`src/rtl/core/sse_pkg.sv`:
```
// Shared constants, codes and types of the sorted set engine.
`timescale 1ns / 1ps

package sse_pkg;

   // Store geometry
   localparam int CAPACITY = 64;
   localparam int KEY_BITS = 32;
   localparam int IDX_BITS = $clog2(CAPACITY);
   localparam int CNT_BITS = $clog2(CAPACITY + 1);

   // Request operations
   localparam logic [1:0] OP_INSERT   = 2'd0;
   localparam logic [1:0] OP_ERASE    = 2'd1;
   localparam logic [1:0] OP_CONTAINS = 2'd2;
   localparam logic [1:0] OP_GET      = 2'd3;

   // Result status codes
   localparam logic [1:0] STATUS_DONE   = 2'd0;
   localparam logic [1:0] STATUS_REJECT = 2'd1;
   localparam logic [1:0] STATUS_FULL   = 2'd2;

   typedef struct packed {
      logic [1:0]  op;
      logic [31:0] key;
      logic [5:0]  position;
   } sse_req_type;

   typedef struct packed {
      logic [1:0]  status;
      logic [31:0] key_out;
      logic [6:0]  count;
   } sse_rsp_type;

   // Controller to datapath
   typedef struct packed {
      logic load;
      logic srch_rd;
      logic srch_cmp;
      logic shift_init;
      logic shift_rd;
      logic shift_wr;
      logic place;
      logic get_rd;
      logic rsp_load;
   } sse_cmd_type;

   // Datapath to controller
   typedef struct packed {
      logic [1:0] op;
      logic       srch_more;
      logic       found;
      logic       full;
      logic       shift_more;
      logic       get_ok;
   } sse_stat_type;

   typedef enum logic [3:0] {
      ST_IDLE,
      ST_SEARCH,
      ST_SEARCH_CMP,
      ST_SHIFT_CHK,
      ST_SHIFT_RD,
      ST_SHIFT_WR,
      ST_PLACE,
      ST_GET_RD,
      ST_FINISH
   } sse_state_type;

endpackage

```
`src/rtl/core/sse_datapath.sv`:
```
// Datapath of the sorted set engine: key store, binary search and shift logic.
`timescale 1ns / 1ps

module sse_datapath (
   input  logic                 clock,
   input  logic                 reset,
   input  sse_pkg::sse_req_type req_word,
   input  sse_pkg::sse_cmd_type cmd,
   output sse_pkg::sse_stat_type stat,
   output sse_pkg::sse_rsp_type rsp_word
);
   import sse_pkg::*;

   logic [KEY_BITS-1:0] mem [CAPACITY];
   logic [KEY_BITS-1:0] rdata_ff;

   logic [1:0]          op_ff;
   logic [KEY_BITS-1:0] key_ff;
   logic [5:0]          pos_ff;
   logic                full_ff;
   logic                found_ff, found_in;
   logic [CNT_BITS-1:0] lo_ff, lo_in;
   logic [CNT_BITS-1:0] hi_ff, hi_in;
   logic [CNT_BITS-1:0] j_ff, j_in;
   logic [CNT_BITS-1:0] count_ff, count_in;
   sse_rsp_type         rsp_ff, rsp_in;

   logic [CNT_BITS:0]   mid_sum;
   logic [CNT_BITS-1:0] mid;
   logic                get_ok;
   logic                is_insert;
   logic                rd_en, wr_en;
   logic [IDX_BITS-1:0] rd_addr, wr_addr;
   logic [KEY_BITS-1:0] wr_data;

   // Midpoint of the search window
   assign mid_sum = {1'b0, lo_ff} + {1'b0, hi_ff};
   assign mid     = mid_sum[CNT_BITS:1];

   assign is_insert = (op_ff == OP_INSERT);
   assign get_ok    = (32'(pos_ff) < 32'(count_ff)) && (32'(pos_ff) < CAPACITY);

   // Report status to the controller
   always_comb begin
      stat.op         = op_ff;
      stat.srch_more  = (lo_ff < hi_ff);
      stat.found      = found_ff;
      stat.full       = full_ff;
      stat.shift_more = is_insert ? (j_ff > lo_ff) : (j_ff < count_ff);
      stat.get_ok     = get_ok;
   end

   // Select memory read and write ports
   always_comb begin
      rd_en   = cmd.srch_rd || cmd.shift_rd || cmd.get_rd;
      rd_addr = IDX_BITS'(mid);
      if (cmd.shift_rd) begin
         rd_addr = is_insert ? IDX_BITS'(j_ff - 1'b1) : IDX_BITS'(j_ff);
      end else if (cmd.get_rd) begin
         rd_addr = IDX_BITS'(pos_ff);
      end
      wr_en   = cmd.shift_wr || (cmd.place && is_insert);
      wr_addr = is_insert ? IDX_BITS'(j_ff) : IDX_BITS'(j_ff - 1'b1);
      wr_data = rdata_ff;
      if (cmd.place) begin
         wr_addr = IDX_BITS'(lo_ff);
         wr_data = key_ff;
      end
   end

   // Key store with registered read
   always_ff @(posedge clock) begin
      if (wr_en) begin
         mem[wr_addr] <= wr_data;
      end
      if (rd_en) begin
         rdata_ff <= mem[rd_addr];
      end
   end

   // Next search window, shift index and count
   always_comb begin
      lo_in    = lo_ff;
      hi_in    = hi_ff;
      found_in = found_ff;
      j_in     = j_ff;
      count_in = count_ff;
      if (cmd.load) begin
         lo_in    = '0;
         hi_in    = count_ff;
         found_in = 1'b0;
      end else if (cmd.srch_cmp) begin
         if (rdata_ff < key_ff) begin
            lo_in = CNT_BITS'({1'b0, mid} + 1'b1);
         end else begin
            hi_in = mid;
         end
         if (rdata_ff == key_ff) begin
            found_in = 1'b1;
         end
      end
      if (cmd.shift_init) begin
         j_in = is_insert ? count_ff : CNT_BITS'({1'b0, lo_ff} + 1'b1);
      end else if (cmd.shift_wr) begin
         j_in = is_insert ? CNT_BITS'(j_ff - 1'b1) : CNT_BITS'(j_ff + 1'b1);
      end
      if (cmd.place) begin
         count_in = is_insert ? CNT_BITS'(count_ff + 1'b1) : CNT_BITS'(count_ff - 1'b1);
      end
   end

   // Build the result word
   always_comb begin
      rsp_in.count   = 7'(count_ff);
      rsp_in.key_out = '0;
      rsp_in.status  = STATUS_DONE;
      unique case (op_ff) inside
         OP_INSERT: begin
            if (found_ff) begin
               rsp_in.status = STATUS_REJECT;
            end else if (full_ff) begin
               rsp_in.status = STATUS_FULL;
            end
         end
         OP_ERASE, OP_CONTAINS: begin
            if (!found_ff) begin
               rsp_in.status = STATUS_REJECT;
            end
         end
         default: begin
            if (get_ok) begin
               rsp_in.key_out = 32'(rdata_ff);
            end else begin
               rsp_in.status = STATUS_REJECT;
            end
         end
      endcase
   end

   // Hold request fields and working registers
   always_ff @(posedge clock) begin
      if (cmd.load) begin
         op_ff   <= req_word.op;
         key_ff  <= KEY_BITS'(req_word.key);
         pos_ff  <= req_word.position;
         full_ff <= (32'(count_ff) >= CAPACITY);
      end
      lo_ff    <= lo_in;
      hi_ff    <= hi_in;
      found_ff <= found_in;
      j_ff     <= j_in;
      if (cmd.rsp_load) begin
         rsp_ff <= rsp_in;
      end
   end

   // Count of held keys
   always_ff @(posedge clock) begin
      if (reset) begin
         count_ff <= '0;
      end else begin
         count_ff <= count_in;
      end
   end

   assign rsp_word = rsp_ff;

   a_count_bound: assert property (@(posedge clock) disable iff (reset)
      32'(count_ff) <= CAPACITY)
      else $error("key count above capacity");

   a_count_only_on_place: assert property (@(posedge clock) disable iff (reset)
      !$past(cmd.place) |-> $stable(count_ff))
      else $error("key count changed outside a commit");

   a_shift_write_in_range: assert property (@(posedge clock) disable iff (reset)
      cmd.shift_wr |-> (32'(wr_addr) <= 32'(count_ff)))
      else $error("shift write beyond held keys");

endmodule

```
`src/rtl/core/sse_controller.sv`:
```
// Controller state machine of the sorted set engine.
`timescale 1ns / 1ps

module sse_controller (
   input  logic                  clock,
   input  logic                  reset,
   input  logic                  req_valid,
   output logic                  req_ready,
   output logic                  rsp_valid,
   input  logic                  rsp_ready,
   input  sse_pkg::sse_stat_type stat,
   output sse_pkg::sse_cmd_type  cmd
);
   import sse_pkg::*;

   sse_state_type state_ff, state_in;
   logic          rsp_valid_ff, rsp_valid_in;
   logic          rsp_free;

   assign rsp_free = !rsp_valid_ff || rsp_ready;

   // Next state
   always_comb begin
      state_in = state_ff;
      unique case (state_ff)
         ST_IDLE: begin
            if (req_valid) begin
               state_in = ST_SEARCH;
            end
         end
         ST_SEARCH: begin
            if (stat.op == OP_GET) begin
               state_in = ST_GET_RD;
            end else if (stat.srch_more) begin
               state_in = ST_SEARCH_CMP;
            end else if (stat.op == OP_INSERT && !stat.found && !stat.full) begin
               state_in = ST_SHIFT_CHK;
            end else if (stat.op == OP_ERASE && stat.found) begin
               state_in = ST_SHIFT_CHK;
            end else begin
               state_in = ST_FINISH;
            end
         end
         ST_SEARCH_CMP: state_in = ST_SEARCH;
         ST_SHIFT_CHK: begin
            state_in = stat.shift_more ? ST_SHIFT_RD : ST_PLACE;
         end
         ST_SHIFT_RD:  state_in = ST_SHIFT_WR;
         ST_SHIFT_WR:  state_in = ST_SHIFT_CHK;
         ST_PLACE:     state_in = ST_FINISH;
         ST_GET_RD:    state_in = ST_FINISH;
         ST_FINISH: begin
            if (rsp_free) begin
               state_in = ST_IDLE;
            end
         end
         default:      state_in = ST_IDLE;
      endcase
   end

   // Commands per state
   always_comb begin
      cmd       = '0;
      req_ready = 1'b0;
      unique case (state_ff)
         ST_IDLE: begin
            req_ready = 1'b1;
            cmd.load  = req_valid;
         end
         ST_SEARCH: begin
            cmd.srch_rd    = (stat.op != OP_GET) && stat.srch_more;
            cmd.shift_init = (stat.op != OP_GET) && !stat.srch_more;
         end
         ST_SEARCH_CMP: cmd.srch_cmp = 1'b1;
         ST_SHIFT_RD:   cmd.shift_rd = 1'b1;
         ST_SHIFT_WR:   cmd.shift_wr = 1'b1;
         ST_PLACE:      cmd.place    = 1'b1;
         ST_GET_RD:     cmd.get_rd   = stat.get_ok;
         ST_FINISH:     cmd.rsp_load = rsp_free;
         default: begin
         end
      endcase
   end

   // Result valid: set on load, drop on take
   always_comb begin
      rsp_valid_in = rsp_valid_ff;
      if (cmd.rsp_load) begin
         rsp_valid_in = 1'b1;
      end else if (rsp_ready) begin
         rsp_valid_in = 1'b0;
      end
   end

   always_ff @(posedge clock) begin
      if (reset) begin
         state_ff     <= ST_IDLE;
         rsp_valid_ff <= 1'b0;
      end else begin
         state_ff     <= state_in;
         rsp_valid_ff <= rsp_valid_in;
      end
   end

   assign rsp_valid = rsp_valid_ff;

   a_rsp_from_finish: assert property (@(posedge clock) disable iff (reset)
      $rose(rsp_valid_ff) |-> $past(state_ff) == ST_FINISH)
      else $error("result raised outside finish");

   a_accept_starts_search: assert property (@(posedge clock) disable iff (reset)
      req_valid && req_ready |=> state_ff == ST_SEARCH)
      else $error("accepted word did not start a search");

   a_no_result_overwrite: assert property (@(posedge clock) disable iff (reset)
      cmd.rsp_load |-> (!rsp_valid_ff || rsp_ready))
      else $error("pending result overwritten");

endmodule

```
`src/rtl/core/sorted_set_engine.sv`:
```
// Top level of the sorted set engine.
`timescale 1ns / 1ps
// Usage: keeps up to 64 distinct 32-bit keys in ascending order.
// Request channel (req_valid/req_ready/req_word) carries op, key and position;
// op selects insert, erase, contains or get by rank. Result channel
// (rsp_valid/rsp_ready/rsp_word) returns one word per request: status, key at
// the rank for get (else zero), and the key count after the request.
// Timing: one request at a time. Each binary search probe is a read state then
// a compare state, at most ceil(log2(count+1)) probes. Insert then moves each
// key at or above the slot up, and erase each key above it down, each move a
// check, a read and a write in the key store, plus a final check and a commit.
// From accept, contains and rejected requests run the search and then finish;
// a committed insert or erase runs the search, the moves and the commit first;
// get reads the rank and finishes. The result is registered, and req_ready
// returns the cycle after the result is loaded, even while that result waits
// to be taken.
// Reset clears the count and the handshake state; store contents need none.
// When the receiver stalls, the finished word holds in the output register and
// the engine waits until it is taken before it loads the next one.

module sorted_set_engine (
   input  logic                 clock,
   input  logic                 reset,
   input  logic                 req_valid,
   output logic                 req_ready,
   input  sse_pkg::sse_req_type req_word,
   output logic                 rsp_valid,
   input  logic                 rsp_ready,
   output sse_pkg::sse_rsp_type rsp_word
);
   import sse_pkg::*;

   sse_cmd_type  cmd;
   sse_stat_type stat;

   // Sequence the request
   sse_controller u_ctrl (
      .clock     (clock),
      .reset     (reset),
      .req_valid (req_valid),
      .req_ready (req_ready),
      .rsp_valid (rsp_valid),
      .rsp_ready (rsp_ready),
      .stat      (stat),
      .cmd       (cmd)
   );

   // Store, search and shift keys
   sse_datapath u_dp (
      .clock    (clock),
      .reset    (reset),
      .req_word (req_word),
      .cmd      (cmd),
      .stat     (stat),
      .rsp_word (rsp_word)
   );

endmodule
```
`config.mk`:
```
export PLATFORM = sky130hd
export DESIGN_NAME = sorted_set_engine
export DESIGN_NICKNAME = d
export VERILOG_FILES = /design/src/rtl/core/sse_pkg.sv /design/src/rtl/core/sse_datapath.sv /design/src/rtl/core/sse_controller.sv /design/src/rtl/core/sorted_set_engine.sv
export SDC_FILE = /design/constraint.sdc
export NUM_CORES = 2
export LEC_CHECK = 0
export BUFFER_PORTS_ARGS = -buffer_cell sky130_fd_sc_hd__buf_2
export CAP_MARGIN = 20
export CELL_PAD_IN_SITES_DETAIL_PLACEMENT = 0
export CELL_PAD_IN_SITES_GLOBAL_PLACEMENT = 1
export CORE_MARGIN = 1
export CORE_UTILIZATION = 55
export CTS_CLUSTER_SIZE = 16
export DETAILED_ROUTE_END_ITERATION = 10
export GPL_ROUTABILITY_DRIVEN = 1
export PLACE_DENSITY = 0.78
export SYNTH_ARGS = -nofsm -noshare
export SYNTH_HDL_FRONTEND = slang
export SYNTH_HIERARCHICAL = 1
export SYNTH_SLANG_ARGS = --single-unit
```
`constraint.sdc`:
```
create_clock -name clock -period 11.1 [get_ports clock]
set_input_delay 2.22 -clock clock [delete_from_list [all_inputs] [get_ports clock]]
set_output_delay 2.22 -clock clock [all_outputs]
set_load 0.02 [all_outputs]
```
# --- Word level (Yosys, flattened, before mapping) ---
# Memories as Yosys holds them, arrays and structs flattened. A register that Yosys moved wholly into a read port is not among the register bits.
# Index checks and enable logic that the tools add are counted.
# W data, S select, Z words.
word_totals:
  ramBits: 2048
  register_bits: 116
  input_bits: 44
  n_memories: 1
mem_list:
  columns: ["memory", "words", "word_bits", "rd", "rd_ports_with_merged_regs", "wr", "line", "text"]
  rows:
  - ["u_dp.mem", 64, 32, 1, 1, 1, "sse_datapath.sv:14", "logic [KEY_BITS-1:0] mem [CAPACITY];"]
op_classes:
  add_sub_neg: 7
  bitwise_logic: 1
  order_cmp: 6
  eq_ne: 16
  reduce_logical: 26
  mux: 42
op_table:
  columns: ["op", "n"]
  rows:
  - ["$mux W7", 8]
  - ["$eq A32 B32 Y1", 1]
  - ["$lt A32 B32 Y1", 1]
  - ["$mux W32", 1]
  - ["$pmux W4 S8", 1]
  - ["$mux W6", 5]
  - ["$add A7 B1 Y7 const B", 4]
  - ["$mux W4", 6]
  - ["$mux W1", 17]
  - ["$eq A4 B3 Y1 const B", 4]
  - ["$lt A7 B7 Y1", 2]
  - ["$sub A7 B1 Y7 const B", 2]
  - ["$add A7 B7 Y8", 1]
  - ["$eq A4 B2 Y1 const B", 2]
  - ["$reduce_and A2 Y1", 4]
  - ["$ge A7 B7 Y1 const B", 1]
  - ["$gt A7 B7 Y1", 1]
  - ["$lt A6 B7 Y1", 1]
  - ["$logic_and A1 B1 Y1", 6]
  - ["$mux W2", 3]
  - ["$ne A2 B2 Y1 const B", 3]
  - ["$reduce_bool A2 Y1", 3]
  - ["$eq A2 B2 Y1 const B", 2]
  - ["$eq A4 B1 Y1 const B", 1]
  - ["11 further kinds", 18]

# --- Logic depth before layout (Yosys ltp) ---
depth:
  depth_word: 7
  ltp_mapped: 25
  ltp_nobuf: 20

# --- Hierarchy ---
# Netlist, hierarchy kept.
by_module_without_submodules:
  columns: ["module", "cells_per_inst", "instances", "area_each_um2"]
  rows:
  - ["sse_datapath", 6746, 1, 88516.1]
  - ["sse_controller", 53, 1, 421.7]

# --- Least setup slack after synthesis ---
# Ideal clock, no wire load.
synth_path:
  kind: "register to register"
  startpoint: "register u_ctrl.state_ff[0]"
  endpoint: "memory u_dp.mem[0][0], data pin"
  path_stages_with_launch: 6
  path_slack_ns: 6.655
  setup_time_ns: 0.702
  n_path_buf: 3
  synth_period_minus_slack_ns: 4.445
  arrival_ns: 3.744
  t_required_ns: 10.398
  path_cell_list: "dfxtp_1 -> clkbuf_1 -> nor3_1 -> clkbuf_1 -> buf_1 -> o21ai_0"
synth_rtl:
  columns: ["element", "line", "text"]
  rows:
  - ["from (decl)", "sse_controller.sv:16", "sse_state_type state_ff, state_in;"]
  - ["from (signal assigned)", "sse_controller.sv:100", "state_ff <= state_in;"]
  - ["to (decl)", "sse_datapath.sv:14", null]

==> flow_summary_export.csv <==
group,metric,value,unit
pwr,p_clk_share,21.3,%
drt,vias,57500,
clocking,clockBufferDepth,3,
clocking,cts_inserted_buffers,216,
global_route,overflow,0,
clocking,clock_latency,0.87,ns
setup_path,reg2reg_to,"u_dp/rdata_ff[9]$_DFFE_PP_",
setup_path,rrSetupSlack,3.92,ns
synth,synth_area,88900,µm²
finish,fin_area,99000,µm²
worst_hold_path,worstHoldStart,"u_ctrl/rsp_valid$_SDFFE_PP0P_",
synth,synthCells,6799,
synth,ys_ff_latch,2196,
pwr,power_leakage,33.8,nW
sta,setup_tns,0,ns
synth,yosysTopAreaCell,"edfxtp_1",
synth,synth_most_common_cell,"edfxtp_1",
setup_path,path_cells,"inv_1 > ha_1 > a21o_1 > a21o_1 > a21o_1 > a21o_1 > a21oi_1 > nor2_1 > inv_1 > nand3_1 > nor2_1 > mux2i_1 > o21a_4 > buf_12 > buf_4 > nand2_1 > a31oi_1 > a22oi_1 > a22oi_1 > a21oi_1 > a311oi_2",
floorplanning,die_x,404,µm
floorplanning,io_pins,87,
sta,slew_headroom,-1.38,%
setup_path,critPathLaunchType,"flip-flop",
worst_hold_path,min_delay_worst_endpoint,"u_ctrl/rsp_valid$_SDFFE_PP0P_",
synth,synth-seq-area-share,73.9,%
status,violations,"max-slew violations",
place,dp.final_hpwl,138,mm
global_route,antenna_found_initial,9,
sta,fin_crit_sh,64.7,%
sta,drv_slew,1,
setup_path,rr_startpoint,"u_dp/count_ff[1]$_SDFFE_PP0P_",
global_route,grt_pass1_wl,371,mm
clocking,cts_tree,"yes",
finish,syn_to_final_growth,11.3,%
sta,fmax,0.139,GHz
setup_path,endpoint_kind,"flip-flop",
synth,yosys-top-cells-area,"edfxtp_1 (73%), nand2_1 (8.8%), nand3_1 (2.9%), a31oi_1 (2.7%), a22oi_1 (1.6%)",
place,io_buffers,86,
synth,synth_nets,6918,
floorplanning,initial_utilization,55.4,%
synth,ys_types,71,
pwr,power.switching,14.7,mW
drt,drcViolationCount,0,
setup_path,crit_top_cell,"a21o_1",
setup_path,rr_worst_depth,21,
worst_hold_path,worst_hold_path_type,"flip-flop to flip-flop",
sta,clock_skew,0.0320,ns
synth,yosysTopAreaCellShare,73.5,%
pwr,p_sw_share,44.4,%
pwr,p_per_area,334,nW/µm²
synth,synth_edf_count,2176,
finish,finish.utilization,61.6,%
sta,worst_pin_slew,1.52,ns
worst_hold_path,hold_depth,2,
clocking,clock_sinks,2196,
drt,avgViaCountPerCell,6.29,
clocking,cts_max_level,4,
global_route,grtUsageTotal,31.6,%
place,place_congestion,0.878,
setup_path,required,11.78,ns
drt,postRouteWirelength,260,mm
finish,n_fill_cell,12100,
floorplanning,die_area,163000,µm²
sta,setup_viol,0,
floorplanning,die_h,404,µm
pwr,vdd_drop_max,388,µV
drt,antenna_left,0,
drt,drt_first_pass_iters,7,
pwr,p_seq_share,32.8,%
global_route,grt_pass1_vias,53400,
clocking,ctsResizeCount,0,
place,place_area,92200,µm²
clocking,postCtsHoldBufs,0,
finish,drive_above_1_share,10.0,%
place,dp.cells,8746,
global_route,grt_max_degree,161,
pwr,p_int,18.4,mW
setup_path,slowest_delay,0.70,ns
sta,fin_crit,7.18,ns
synth,avgSynthCellArea,13.1,µm²
finish,stdcell_count,9145,
setup_path,cpMaxStageDelayCell,"a22oi_1",
clocking,clkTransAtPathRegs,0.06,ns
setup_path,crit_type,"flip-flop to flip-flop",
clocking,clk_root_buffer_cell,"clkbuf_16",
run,drv_cap,0,
synth,synth_common_cells,"edfxtp_1 (2176), nand2_1 (2096), nand3_1 (522), a31oi_1 (382), clkbuf_1 (347)",
status,status,"complete, but fails checks",
clocking,post_cts.repair.setup_buffers,0,
synth,yosysWarnings,6,
drt,drt-initial-drc-count,8089,
floorplanning,fp-row-count,147,
setup_path,critPathLaunch,"u_dp/count_ff[1]$_SDFFE_PP0P_",
sta,rsz0062_at_grt,"false",
finish,nets,6926,
setup_path,cp.arrival,7.86,ns
pwr,p_comb_share,45.9,%
sta,hold_viol_final,0,
drt,routedWlPerCell,28.4,µm
setup_path,path_max_fanout,157,
synth,ys.flop_type,"edfxtp_1",
pwr,finalPower,33.0,mW
synth,synth_async_sr_flop_share,0,%
floorplanning,core-area,161000,µm²
## power by group through the flow
stage | clock (mW) | combinational (mW) | sequential [mW]
CTS | 7.10 | 14.9 | 10.8
floorplan | 0 | 9.15 | 10.8
finish | 7.05 | 15.2 | 10.8
global route | 7.40 | 16.1 | 10.8
global placement | 0 | 14.7 | 11.0
detailed placement | 0 | 14.8 | 11.0
## metal layers
metal  track usage [%]  part of all wire [%]
met4              12.4                   4.1
met5                 0                0.0085
met3              6.95                    11
met1              44.8                    39
met2              47.8                    45
## how the worst max path moves through the flow
stage	slack (ns)	end
after floorplan	6.65	u_dp/mem[0][0]$_DFFE_PP_
after global placement	4.00	u_dp/rdata_ff[6]$_DFFE_PP_
after detailed placement	3.95	u_dp/rdata_ff[6]$_DFFE_PP_
after CTS	3.95	u_dp/rdata_ff[6]$_DFFE_PP_
after global routing	3.45	u_dp/rdata_ff[6]$_DFFE_PP_
final	3.92	u_dp/rdata_ff[9]$_DFFE_PP_
## layout by cell type (no fill, tap or decap), drive strengths merged, types with 32 or more instances in the layout
cell type and count:
and2 39, a32oi 64, clkbuf 272, clkinv 98
ha 73, a311oi 96, edfxtp 2176, a31oi 382
a21oi 72, a22oi 191, and3 130, nor2 121
inv 75, nand3 522, buf 244, nand2 2096
mux2 32
## critical path, delay by kind of cell, from the launching register on
family / cells / cell delay, ns
AND/OR/NAND/NOR: 4 / 0.81
AO/OA/AOI/OAI: 11 / 3.32
multiplexers: 1 / 0.49
flip-flops: 1 / 0.47
buffers and inverters: 4 / 1.44
adder cells (fa/ha/maj): 1 / 0.29
## stage by stage
| step | setup WS, ns | hold slack [ns] |
|---|---|---|
| after global placement | 4.00 | 0.520 |
| after global routing | 3.45 | 0.570 |
| after detailed placement | 3.95 | 0.529 |
| after CTS | 3.95 | 0.551 |
| final | 3.92 | 0.553 |
| after floorplan | 6.65 | 0.472 |
## registers in the layout (all words and copies together), names as in the netlist
signal / count
u_dp/key_ff: 32
u_dp/hi_ff: 7
u_ctrl/rsp_valid: 1
u_dp/rdata_ff: 32
u_dp/full_ff: 1
u_ctrl/state_ff: 4
u_dp/lo_ff: 7
u_dp/pos_ff: 6
u_dp/found_ff: 1
u_dp/mem: 2048
u_dp/rsp_word: 41
u_dp/count_ff: 7
u_dp/j_ff: 7
u_dp/op_ff: 2
## cells by family (layout without fill, tap and decap cells)
family / after synthesis / in the layout / share of synthesized area, %
AND/OR/NAND/NOR: 2989 / 2989 / 14.1
flip-flops: 2196 / 2196 / 73.9
AO/OA/AOI/OAI: 930 / 930 / 7.56
buffers and inverters: 523 / 708 / 2.37
adder cells (fa/ha/maj): 75 / 75 / 1.07
multiplexers: 51 / 51 / 0.633
XOR/XNOR: 35 / 35 / 0.353
other: 0 / 1 / 0
## final cells by class
| type | instances | area (µm²) | area share [%] |
|---|---|---|---|
| multi-input cells | 4080 | 21700 | 21.9 |
| clock inverters | 125 | 1090 | 1.10 |
| flip-flops and latches | 2196 | 65700 | 66.4 |
| clock buffers | 270 | 5630 | 5.69 |
| repair buffers | 246 | 1860 | 1.88 |
| diodes | 1 | 2.50 | 0.00253 |
| inverters | 67 | 251 | 0.254 |
| well taps | 2160 | 2700 | 2.73 |
Note: power is estimated with default switching activity, not from simulation.
